`config.mk`:
```
export PLATFORM = sky130hd
export DESIGN_NAME = float_ulp_tolerance_compare_top
export DESIGN_NICKNAME = d
export VERILOG_FILES = /design/src/fuc_pkg.sv /design/src/fuc_stage.sv /design/src/fuc_absdiff.sv /design/src/float_ulp_tolerance_compare_top.sv
export VERILOG_INCLUDE_DIRS = /design/src /design/src/src
export SDC_FILE = /design/constraint.sdc
export NUM_CORES = 1
export LEC_CHECK = 0
export ABC_AREA = 1
export ABC_CLOCK_PERIOD_IN_PS = 18470
export BUFFER_PORTS_ARGS = -buffer_cell sky130_fd_sc_hd__buf_2
export CORE_AREA = 10 10 318 167
export DETAILED_ROUTE_END_ITERATION = 8
export DIE_AREA = 0 0 328 177
export PLACE_DENSITY = 0.56
export SYNTH_ARGS = -nofsm -noshare
export SYNTH_HDL_FRONTEND = slang
export SYNTH_SLANG_ARGS = --single-unit
```
`constraint.sdc`:
```
create_clock -name clk -period 18.47 [get_ports clk]
set_clock_uncertainty 0.05 [all_clocks]
set_input_delay 1.847 -clock clk [delete_from_list [all_inputs] [get_ports clk]]
set_output_delay 1.847 -clock clk [all_outputs]
set_load 0.03 [all_outputs]
```
`src/float_ulp_tolerance_compare_top_assert.svh`:
```
// Assertion macros for the float ULP tolerance compare block
`ifndef FLOAT_ULP_TOLERANCE_COMPARE_TOP_ASSERT_SVH
`define FLOAT_ULP_TOLERANCE_COMPARE_TOP_ASSERT_SVH
`ifndef SYNTHESIS
`define FUC_ASSERT_IMPL(label, clk, rst_n, prop) \
    label: assert property (@(posedge clk) disable iff (!rst_n) prop) \
        else $error("assertion failed");
`define FUC_ASSERT_NEXT(label, clk, rst_n, cond, nxt) \
    label: assert property (@(posedge clk) disable iff (!rst_n) (cond) |=> (nxt)) \
        else $error("assertion failed");
`else
`define FUC_ASSERT_IMPL(label, clk, rst_n, prop)
`define FUC_ASSERT_NEXT(label, clk, rst_n, cond, nxt)
`endif
`endif

```
`src/fuc_pkg.sv`:
```
// Shared constants and types for the float ULP tolerance compare block
package fuc_pkg;
    localparam int SignPos = 31;
    localparam int FpW = 32;
    localparam int UlpW = 31;
    localparam logic CfgAbs = 1'b0;
    localparam logic CfgUlp = 1'b1;

    // Per-stage side info
    typedef struct packed {
        logic       sign_eq;
        logic       ulp_ok;
        logic       nan_any;
    } side_t;
endpackage

```
`src/fuc_stage.sv`:
```
// Pipeline stage register with valid and stall handling (one slot)
module fuc_stage (
    input  logic        clk,
    input  logic        rst_n,
    input  logic        in_valid,
    output logic        in_ready,
    input  logic [63:0] in_data,
    output logic        out_valid,
    input  logic        out_ready,
    output logic [63:0] out_data
);
    logic        valid_reg;
    logic [63:0] data_reg;

    assign in_ready  = !valid_reg || out_ready;
    assign out_valid = valid_reg;
    assign out_data  = data_reg;

    // Load when empty or downstream takes
    always_ff @(posedge clk or negedge rst_n)
    begin
        if (!rst_n)
        begin
            valid_reg <= 1'b0;
        end
        else if (in_ready)
        begin
            valid_reg <= in_valid;
        end
    end

    always_ff @(posedge clk)
    begin
        if (in_ready && in_valid)
        begin
            data_reg <= in_data;
        end
    end
endmodule

```
`src/fuc_absdiff.sv`:
```
// Rounded |a-b| compare against tolerance, or same-sign ULP distance check, pipelined across stages
module fuc_absdiff (
    input  logic        clk,
    input  logic        rst_n,
    input  logic        in_valid,
    output logic        in_ready,
    input  logic [31:0] a_bits,
    input  logic [31:0] b_bits,
    input  logic [31:0] tol_bits,
    input  logic [30:0] max_ulps,
    output logic        out_valid,
    input  logic        out_ready,
    output logic        nearly_equal
);
    import fuc_pkg::*;

    // ---- stage 1 logic: order operands by magnitude, align ----
    logic [30:0] ma, mb, big, sml;
    logic        sa, sb, swap;
    logic [7:0]  eb, es, ebx, esx;
    logic [23:0] fb, fs;
    logic [8:0]  ediff;
    logic [31:0] bit_dist;
    logic        a_nan, b_nan, a_inf, b_inf;
    logic [63:0] s1_in, s1_out;
    logic        s1_v, s1_r;
    logic [26:0] bigx, smlx;
    logic [49:0] sh;
    logic        stk;

    always_comb
    begin
        sa = a_bits[SignPos];
        sb = b_bits[SignPos];
        ma = a_bits[30:0];
        mb = b_bits[30:0];
        swap = mb > ma;
        big = swap ? mb : ma;
        sml = swap ? ma : mb;
        eb = big[30:23];
        es = sml[30:23];
        ebx = (eb == 8'd0) ? 8'd1 : eb;
        esx = (es == 8'd0) ? 8'd1 : es;
        fb = {eb != 8'd0, big[22:0]};
        fs = {es != 8'd0, sml[22:0]};
        ediff = {1'b0, ebx} - {1'b0, esx};
        a_nan = (a_bits[30:23] == 8'hFF) && (a_bits[22:0] != 23'd0);
        b_nan = (b_bits[30:23] == 8'hFF) && (b_bits[22:0] != 23'd0);
        a_inf = (a_bits[30:23] == 8'hFF) && (a_bits[22:0] == 23'd0);
        b_inf = (b_bits[30:23] == 8'hFF) && (b_bits[22:0] == 23'd0);
        bit_dist = (a_bits > b_bits) ? (a_bits - b_bits) : (b_bits - a_bits);
        bigx = {fb, 3'b000};
        // alignment with sticky, shift capped at 26
        sh = {fs, 26'd0} >> ((ediff > 9'd26) ? 9'd26 : ediff);
        stk = (sh[22:0] != 23'd0) || (ediff > 9'd26 && fs != 24'd0);
        smlx = {sh[49:24], sh[23] | stk};
    end

    // pack: sum1 28, ebx 8, flags
    // a - b subtracts magnitudes when the signs match
    logic eff_sub, nan_any, inf_case, sign_eq, ulp_ok;
    assign eff_sub  = sa ~^ sb;
    assign nan_any  = a_nan || b_nan || (a_inf && b_inf && eff_sub);
    assign inf_case = (a_inf || b_inf) && !nan_any;
    assign sign_eq  = (sa == sb);
    assign ulp_ok   = bit_dist <= {1'b0, max_ulps};

    // sum/diff of aligned significands (28 bits)
    logic [27:0] sum1;
    assign sum1 = eff_sub ? ({1'b0, bigx} - {1'b0, smlx}) : ({1'b0, bigx} + {1'b0, smlx});

    assign s1_in = {sum1, ebx, eff_sub, nan_any, inf_case, sign_eq, ulp_ok, 23'd0};

    fuc_stage u_s1 (
        .clk(clk), .rst_n(rst_n), .in_valid(in_valid), .in_ready(in_ready),
        .in_data(s1_in), .out_valid(s1_v), .out_ready(s1_r), .out_data(s1_out)
    );

    // ---- stage 2: normalize and round ----
    logic [27:0] s2sum;
    logic [7:0]  s2e;
    logic [4:0]  lz;
    logic [27:0] nrm;
    logic [8:0]  eres;
    logic [22:0] frac;
    logic [24:0] rnd;
    logic [31:0] mag;
    logic        g, r, st;
    logic [4:0]  shl;
    logic [63:0] s2_in, s2_out;
    logic        s2_v, s2_r;

    always_comb
    begin
        s2sum = s1_out[63:36];
        s2e   = s1_out[35:28];
        lz = 5'd27;
        for (int i = 0; i < 28; i++)
        begin
            if (s2sum[i])
            begin
                lz = 5'(27 - i);
            end
        end
        nrm = 28'd0;
        eres = 9'd0;
        shl = 5'd0;
        if (s2sum[27])
        begin
            nrm  = {1'b0, s2sum[27:2], s2sum[1] | s2sum[0]};
            eres = {1'b0, s2e} + 9'd1;
        end
        else
        begin
            // shift left by lz-1 but not below exponent 1; exact zero stays zero
            shl = (lz == 5'd0) ? 5'd0 : lz - 5'd1;
            if ({4'd0, shl} >= {1'b0, s2e} || s2sum == 28'd0)
            begin
                shl = 5'(s2e - 8'd1);
                nrm = s2sum << shl;
                eres = 9'd0; // subnormal or zero
            end
            else
            begin
                nrm = s2sum << shl;
                eres = {1'b0, s2e} - {4'd0, shl};
            end
        end
        g  = nrm[2];
        r  = nrm[1];
        st = nrm[0];
        rnd = {1'b0, nrm[26:3]} + {24'd0, g & (r | st | nrm[3])};
        if (rnd[24])
        begin
            eres = eres + 9'd1;
            frac = rnd[23:1];
        end
        else
        begin
            if (eres == 9'd0 && rnd[23])
            begin
                eres = 9'd1;
            end
            frac = rnd[22:0];
        end
        if (eres >= 9'd255)
        begin
            mag = {1'b0, 8'hFF, 23'd0};
        end
        else
        begin
            mag = {1'b0, eres[7:0], frac};
        end
        if (s1_out[25])
        begin
            mag = {1'b0, 8'hFF, 23'd0};
        end
    end

    assign s2_in = {mag, s1_out[26], s1_out[24:23], 29'd0};

    fuc_stage u_s2 (
        .clk(clk), .rst_n(rst_n), .in_valid(s1_v), .in_ready(s1_r),
        .in_data(s2_in), .out_valid(s2_v), .out_ready(s2_r), .out_data(s2_out)
    );

    // ---- stage 3: float compare with tolerance and final decision ----
    logic [30:0] m3;
    logic        nan3, tol_nan, le, res;
    logic [63:0] s3_in, s3_out;

    always_comb
    begin
        m3 = s2_out[62:32];
        nan3 = s2_out[31];
        tol_nan = (tol_bits[30:23] == 8'hFF) && (tol_bits[22:0] != 23'd0);
        if (nan3 || tol_nan)
        begin
            le = 1'b0;
        end
        else if (!tol_bits[SignPos])
        begin
            le = m3 <= tol_bits[30:0];
        end
        else
        begin
            le = (m3 == 31'd0) && (tol_bits[30:0] == 31'd0);
        end
        res = le || (s2_out[30] && s2_out[29]);
    end

    assign s3_in = {63'd0, res};

    fuc_stage u_s3 (
        .clk(clk), .rst_n(rst_n), .in_valid(s2_v), .in_ready(s2_r),
        .in_data(s3_in), .out_valid(out_valid), .out_ready(out_ready), .out_data(s3_out)
    );

    assign nearly_equal = s3_out[0];
endmodule

```
`src/float_ulp_tolerance_compare_top.sv`:
```
// Top level: almost-equal compare of two single-precision values
// Usage:
//   Input channel s_axis: tdata holds a_bits [31:0] and b_bits [63:32].
//   Output channel m_axis: tdata bit 0 is nearly_equal, upper bits zero.
//   Config port: cfg_we with cfg_addr 0 writes max_abs_diff, 1 writes
//   max_ulps (low 31 bits); write only while the pipe is empty.
//   Throughput: one pair per clock while m_axis_tready is high; the three stage registers each hold
//   one item, and each stage's float subtract, normalize/round or
//   compare step sets the per-stage depth.
//   Reset: the pipe empties, max_abs_diff becomes +0.0, max_ulps 4.
//   Stall: when m_axis_tready is low, items stay in the stages and
//   s_axis_tready drops once all stages are full; nothing is lost.
`include "float_ulp_tolerance_compare_top_assert.svh"
module float_ulp_tolerance_compare_top (
    input  logic        clk,
    input  logic        rst_n,
    input  logic        cfg_we,
    input  logic        cfg_addr,
    input  logic [31:0] cfg_wdata,
    input  logic        s_axis_tvalid,
    output logic        s_axis_tready,
    input  logic [63:0] s_axis_tdata,  // a_bits[31:0], b_bits[63:32]
    output logic        m_axis_tvalid,
    input  logic        m_axis_tready,
    output logic [7:0]  m_axis_tdata   // nearly_equal[0], zero fill
);
    import fuc_pkg::*;

    logic [31:0] max_abs_diff_reg;
    logic [30:0] max_ulps_reg;
    logic        eq;

    // Config registers
    always_ff @(posedge clk or negedge rst_n)
    begin
        if (!rst_n)
        begin
            max_abs_diff_reg <= 32'd0;
            max_ulps_reg     <= 31'd4;
        end
        else if (cfg_we)
        begin
            if (cfg_addr == CfgAbs)
            begin
                max_abs_diff_reg <= cfg_wdata;
            end
            else if (cfg_addr == CfgUlp)
            begin
                max_ulps_reg <= cfg_wdata[30:0];
            end
        end
    end

    fuc_absdiff u_core (
        .clk(clk), .rst_n(rst_n),
        .in_valid(s_axis_tvalid), .in_ready(s_axis_tready),
        .a_bits(s_axis_tdata[31:0]), .b_bits(s_axis_tdata[63:32]),
        .tol_bits(max_abs_diff_reg), .max_ulps(max_ulps_reg),
        .out_valid(m_axis_tvalid), .out_ready(m_axis_tready),
        .nearly_equal(eq)
    );

    assign m_axis_tdata = {7'd0, eq};

    `FUC_ASSERT_NEXT(a_hold, clk, rst_n, m_axis_tvalid && !m_axis_tready, m_axis_tvalid && $stable(m_axis_tdata))
    `FUC_ASSERT_IMPL(a_ready, clk, rst_n, (!m_axis_tvalid |-> s_axis_tready))
endmodule
```
Yosys cells after proc, flatten, opt, wreduce, memory -nomap -nowiden
Cells that the tools add are included.
Operators by class
  eq/ne operators: 4
  reduce and logical (&&, ||, !) cells: 48
  $lt $le $gt $ge: 7
  add/subtract/negate cells: 11
  multiplexer cells: 44
  bitwise operators: 7
  shift operators: 3
Operators with widths (count)
  23-bit nonzero test: 4
  5-bit two-way mux: 17
  32-bit subtractor: 2
  31-bit zero test: 2
  31-bit two-way mux: 2
  28-bit by 5-bit << shifter with 27-bit output: 2
  27-bit two-way mux: 2
  50-bit by 9-bit >> shifter with 50-bit output: 1
  23-bit zero test: 2
  9-bit two-way mux: 5
  32-bit greater-than comparator: 1
  32-bit by 31-bit less-or-equal comparator with 1-bit output: 1
  32-bit two-way mux: 1
  4-bit two-way mux: 8
  31-bit greater-than comparator: 1
  31-bit less-or-equal comparator: 1
  27-bit by 27-bit adder with 28-bit output: 1
  28-bit zero test: 1
  28-bit two-way mux: 1
  27-bit by 27-bit subtractor with 28-bit output: 1
  24-bit by 1-bit adder with 25-bit output: 1
  8-bit == test (second input constant): 3
  24-bit nonzero test: 1
  23-bit two-way mux: 1
  25 further kinds: 62
Word-level totals
  logic and storage cells: 133
  register bits after elaboration: 142
  input bits: 102

Depth between registers and ports, before layout
  depth in word-level cells: 42
  mapped depth: 66
  gate-level depth less buffers: 64

By module
From an unflattened synthesis, not the netlist that was laid out.
Second synthesis, totals
  cell total of the unflattened synthesis: 3175
  area, all modules: 22735.6 um^2
By module, submodules not included
  fuc_absdiff: area an instance 14233.7 um^2, cells each 2681, instances 1
  fuc_stage: area an instance 1966.9 um^2, cells each 70, instances 3
  float_ulp_tolerance_compare_top: area an instance 2601.2 um^2, cells each 284, instances 1

Worst setup path before layout
OpenSTA, ideal clock, no wires.
  path type: input to register
  from: input s_axis_tdata[2]
  to: register u_core.u_s1.data_reg[62] (netlist: u_core.u_s1.out_data[62]) (data pin)
  path slack: 8.228 ns
  cell stages on the path: 62
  library setup time: 0.266 ns
  arrival: 9.926 ns
  cells stage by stage: inv_1 > ha_1 > a21oi_1 > inv_1 > a21oi_1 > inv_1 > a31oi_1 > o21ai_1 > nand2_1 > nand2_1 > nand2_2 > clkbuf_1 > buf_2 > clkbuf_1 > o21ai_0 > inv_1 > nor4_1 > a21oi_1 > [26 not listed] > a21oi_1 > nor2_1 > nor2_1 > o31ai_1 > nand3_1 > nand2_1 > a21oi_1 > inv_1 > a21oi_1 > inv_1 > a21oi_1 > o31ai_1 > a221oi_1 > o31ai_1 > a221oi_1 > o31ai_1 > o221ai_1 > xor2_1
Between the ends
  word-level cells in the longest chain between the ends: 13
Ends and longest elaborated chain
  from (decl): line float_ulp_tolerance_compare_top.sv:22  | input logic [63:0] s_axis_tdata,
  31-bit greater-than comparator (*): line fuc_absdiff.sv:37  | swap = mb > ma;
  31-bit two-way mux (*): line fuc_absdiff.sv:38  | big = swap ? mb : ma;
  8-bit zero test: line fuc_absdiff.sv:42  | ebx = (eb == 8'd0) ? 8'd1 : eb;
  8-bit two-way mux (*): line fuc_absdiff.sv:42
  via u_core.ebx[1]: line fuc_absdiff.sv:20  | logic [7:0] eb, es, ebx, esx;
  8-bit by 8-bit subtractor with 9-bit output (*): line fuc_absdiff.sv:46  | ediff = {1'b0, ebx} - {1'b0, esx};
  9-bit by 5-bit greater-than comparator with 1-bit output: line fuc_absdiff.sv:54, fuc_absdiff.sv:55
  9-bit two-way mux: line fuc_absdiff.sv:54  | sh = {fs, 26'd0} >> ((ediff > 9'd26) ? 9'd26 : ediff);
  50-bit by 9-bit >> shifter with 50-bit output: line fuc_absdiff.sv:54
  23-bit nonzero test: line fuc_absdiff.sv:55  | stk = (sh[22:0] != 23'd0) || (ediff > 9'd26 && fs != 24'd0);
  1-bit logical OR: line fuc_absdiff.sv:55
  1-bit bitwise OR: line fuc_absdiff.sv:56  | smlx = {sh[49:24], sh[23] | stk};
  27-bit by 27-bit adder with 28-bit output or 27-bit by 27-bit subtractor with 28-bit output (tied branches): line fuc_absdiff.sv:70  | assign sum1 = eff_sub ? ({1'b0, bigx} - {1'b0, smlx}) : ({1'b0, bigx} + {1'b0, smlx});
  28-bit two-way mux (*): line fuc_absdiff.sv:70
  via u_core.sum1[26]: line fuc_absdiff.sv:69  | logic [27:0] sum1;
  to (signal assigned): line fuc_stage.sv:36  | data_reg <= in_data;
  to (decl): line fuc_stage.sv:13  | logic [63:0] data_reg;
The timed path passes the listed nets; every way through them passes the cells marked *.
A chain may end at the register's enable or synchronous reset.

Worst setup path after layout
  from: input s_axis_tdata[4]
  to: register u_core.u_s1.data_reg[62] (netlist: u_core.u_s1.out_data[62]) (data pin)
Between the ends
  word-level cells in the longest chain between the ends: 13
Ends and longest elaborated chain (line)
  31-bit greater-than comparator: fuc_absdiff.sv:37
  31-bit two-way mux, on equally long branches: fuc_absdiff.sv:38, fuc_absdiff.sv:39
  8-bit zero test, on equally long branches: fuc_absdiff.sv:42, fuc_absdiff.sv:43
  8-bit two-way mux, on equally long branches: fuc_absdiff.sv:42, fuc_absdiff.sv:43
  8-bit by 8-bit subtractor with 9-bit output: fuc_absdiff.sv:46
  9-bit by 5-bit greater-than comparator with 1-bit output: fuc_absdiff.sv:54, fuc_absdiff.sv:55
  9-bit two-way mux: fuc_absdiff.sv:54
  50-bit by 9-bit >> shifter with 50-bit output: fuc_absdiff.sv:54
  23-bit nonzero test: fuc_absdiff.sv:55
  1-bit logical OR: fuc_absdiff.sv:55
  1-bit bitwise OR: fuc_absdiff.sv:56
  27-bit by 27-bit adder with 28-bit output or 27-bit by 27-bit subtractor with 28-bit output (tied branches): fuc_absdiff.sv:70
  28-bit two-way mux (*): fuc_absdiff.sv:70
  via u_core.sum1[26]: fuc_absdiff.sv:69
Marked as above.

==> qor.yml <==
status: "completed"
p_clk_frac: 0.170
worstRegToRegCells: 63
holdPathStages: 0
die_h_um: 177
ir_drop_mv: 0.0609
cap_violations: 0
placed_cell_area_um2: 20600
portBuffers: 104
synth_ff_type: "edfxtp_1"
r2r_start: "u_core.u_s1.out_data[38]$_DFFE_PP_"
drtAntennaViolNets: 0
core_area_um2: 47700
start_util: 0.413
cp.arrival_ns: 12.97
synthMuxAreaShare: 0.00407
hold_viol_final: 0
synthArstFlopShare: 0.468
die-area_um2: 58100
min_period_over_period: 0.695
finalSetupViolations: 0
grt_pass1_vias: 19900
max_stage_delay_ns: 0.76
gp_congestion: 1.05
regArea_um2: 3910
cts_tree: "done"
syn_to_final_growth_pct: 7.79
synth_fa_ha_area_frac: 0.129
drtIter0Drc: 3349
cp.required_ns: 18.61
design_area_um2: 21200
cell_internal_pwr_w: 0.000963
crit_start: "s_axis_tdata[4]"
multi_input_area_um2: 13300
grt-ovfl-total: 0
h-tree-depth: 4
largest_register_ffs: 40
max_slew_margin: 0.310
pwr-share-seq: 0.228
holdBufCountCts: 0
synth.area.top_cells: "nand2_1 13%, ha_1 12%, edfxtp_1 11%"
hold_path.class: "flop to flop"
worst-path-buf-inv: 10
ys_seq_area_frac: 0.198
clk_path_buf_depth: 2
cpMostUsedCell: "nand2_1"
critical_path.top_delay_family: "compound AO/OA/AOI/OAI gates"
ys_ff_latch: 141
drv_slew: 0
syn_inst: 3105
detailedRoute.firstPassIterationCount: 6
start_kind: "input pin"
fillCellCount: 5183
synth_edf_count: 75
synth_top_area_share: 0.133
crit_end: "u_core.u_s1.out_data[62]$_DFFE_PP_"
synth_top_family_by_area: "simple AND/OR/NAND/NOR gates"
r2r-end: "u_core.u_s2.out_data[34]$_SDFFCE_PP0P_"
wl_per_cell_um: 22.4
worstMarginPinSlew_ns: 1.02
dp_hpwl_mm: 72.1
worst_hold_slack_ns: 0.371
vias_per_cell: 5.71
crit_path_end_kind: "flop"
postCtsSetupBuffers: 0
reg2reg_slack_ns: 8.92
mostFrequentLayoutCells: "694 x nand2_1, 517 x inv_1, 308 x o21ai_0"
grt_antenna_before_repair: 0
grt_max_degree: 104
p_per_area_nw_per_um2: 96.8
final_util: 0.445
grt_pass1_wl_mm: 125
clkSinkCount: 141
dpl_worst_slack_ns: 5.47
synth-xor-area-share: 0.0405
grt.total_usage: 0.283
rsz0062_at_grt: "false"
fmax_mhz: 77.9
p_sw_frac: 0.531
clk_latency_ns: 0.45
p_sw_w: 0.00109
yosys_warnings: 0
netlist_area_um2: 19700
synth_cell_types: 70
drc_errors: 0
totalWireLength_mm: 85.0
synth-simple-area-share: 0.307
p_comb_frac: 0.602
fp-row-count: 57
avgSynthCellArea_um2: 6.34
min_period_ns: 12.83
clk_pin_slew_ns: 0.07
post_route_cells_drive_above_1_share: 0.0770
num_io_pins: 112
power.leakage_nw: 10.5
final_common_cell: "nand2_1"
cts_root_buf: "clkbuf_16"
worstSetupPathType: "input pin to flop"
cts_resized: 0
vias: 21700
synth_area_leader_cell: "nand2_1"
synth_compound_gate_area_share: 0.191
final.setup.worst_slack_ns: 5.64
crit_cells: 58
nets: 3443
antenna_cells: 0
crit_fanout: 103
crit_slowest_cell: "clkinv_1"
fin_tns_setup_ns: 0
fp.dieW_um: 328
cts_buffers: 17
==> area by class of cell <==
type | instances | area share
Clock inverter | 15 | 0.00737
Timing Repair Buffer | 122 | 0.0309
Tap cell | 649 | 0.0383
Clock buffer | 17 | 0.0200
Inverter | 533 | 0.0943
Sequential cell | 141 | 0.184
Multi-Input combinational cell | 2326 | 0.625
==> stage by stage <==
step | std cells | total power (W)
floorplan | 3111 | 0.00127
global placement | 3771 | 0.00164
detailed placement | 3771 | 0.00165
CTS | 3803 | 0.00200
global route | 3803 | 0.00219
finish | 3803 | 0.00205
==> worst min-delay path by stage <==
stage	start	end	slack, ns
finish	u_core.u_s1.out_data[23]$_DFFE_PP_	u_core.u_s2.out_data[29]$_DFFE_PP_	0.37
floorplan	u_core.u_s1.out_data[23]$_DFFE_PP_	u_core.u_s2.out_data[29]$_DFFE_PP_	0.35
detailed placement	u_core.u_s1.out_data[24]$_DFFE_PP_	u_core.u_s2.out_data[30]$_DFFE_PP_	0.36
CTS	u_core.u_s1.out_data[23]$_DFFE_PP_	u_core.u_s2.out_data[29]$_DFFE_PP_	0.38
global placement	u_core.u_s1.out_data[24]$_DFFE_PP_	u_core.u_s2.out_data[30]$_DFFE_PP_	0.36
global route	u_core.u_s1.out_data[23]$_DFFE_PP_	u_core.u_s2.out_data[29]$_DFFE_PP_	0.38
==> cell families after synthesis <==
logic type,Yosys count
XOR/XNOR,91
flip-flops,141
other,1
AND/OR/NAND/NOR,1348
AO/OA/AOI/OAI,672
adder cells (fa/ha/maj),200
buffers and inverters,644
multiplexers,8
==> power by group through the flow <==
| stage | registers, W | logic [W] | clock network [W] |
|---|---|---|---|
| 6_report | 0.000468 | 0.00124 | 0.000348 |
| 5_1_grt | 0.000472 | 0.00135 | 0.000368 |
| 4_1_cts | 0.000465 | 0.00119 | 0.000354 |
| 3_5_place_dp | 0.000471 | 0.00118 | 0 |
| 3_3_place_gp | 0.000471 | 0.00117 | 0 |
| 2_1_floorplan | 0.000441 | 0.000825 | 0 |
==> metal layers <==
layer / track usage / wire, um
met4: 0.0338 / 778
met2: 0.347 / 29500
met1: 0.434 / 42200
met5: 0 / 0
met3: 0.133 / 12600
==> synthesized netlist by cell type (8+ instances only) <==
cell type	n
nor2_1	215
o22ai_1	8
a221oi_1	10
buf_2	10
o31ai_1	13
nor3_1	42
edfxtp_1	75
o21ai_0	310
nand3_2	10
nor2_4	25
xnor2_1	29
clkbuf_1	75
mux2i_1	8
dfrtp_1	65
nand2_1	696
nand4_1	45
inv_2	13
buf_4	14
o21a_1	18
o21ai_1	19
xor2_1	62
a31oi_1	17
a211oi_1	11
a21oi_1	200
ha_1	195
nand3_1	243
o211ai_1	8
nor4_1	35
inv_1	517
o221ai_1	12
==> worst register-to-register path: cells and delay by family (launching register included) <==
family / cells / cell delay (ns)
buffers and inverters: 5 / 1.43
AO/OA/AOI/OAI: 3 / 0.80
adder cells (fa/ha/maj): 3 / 0.94
AND/OR/NAND/NOR: 52 / 5.53
flip-flops: 1 / 0.54
(Power assumes the default switching activity.)
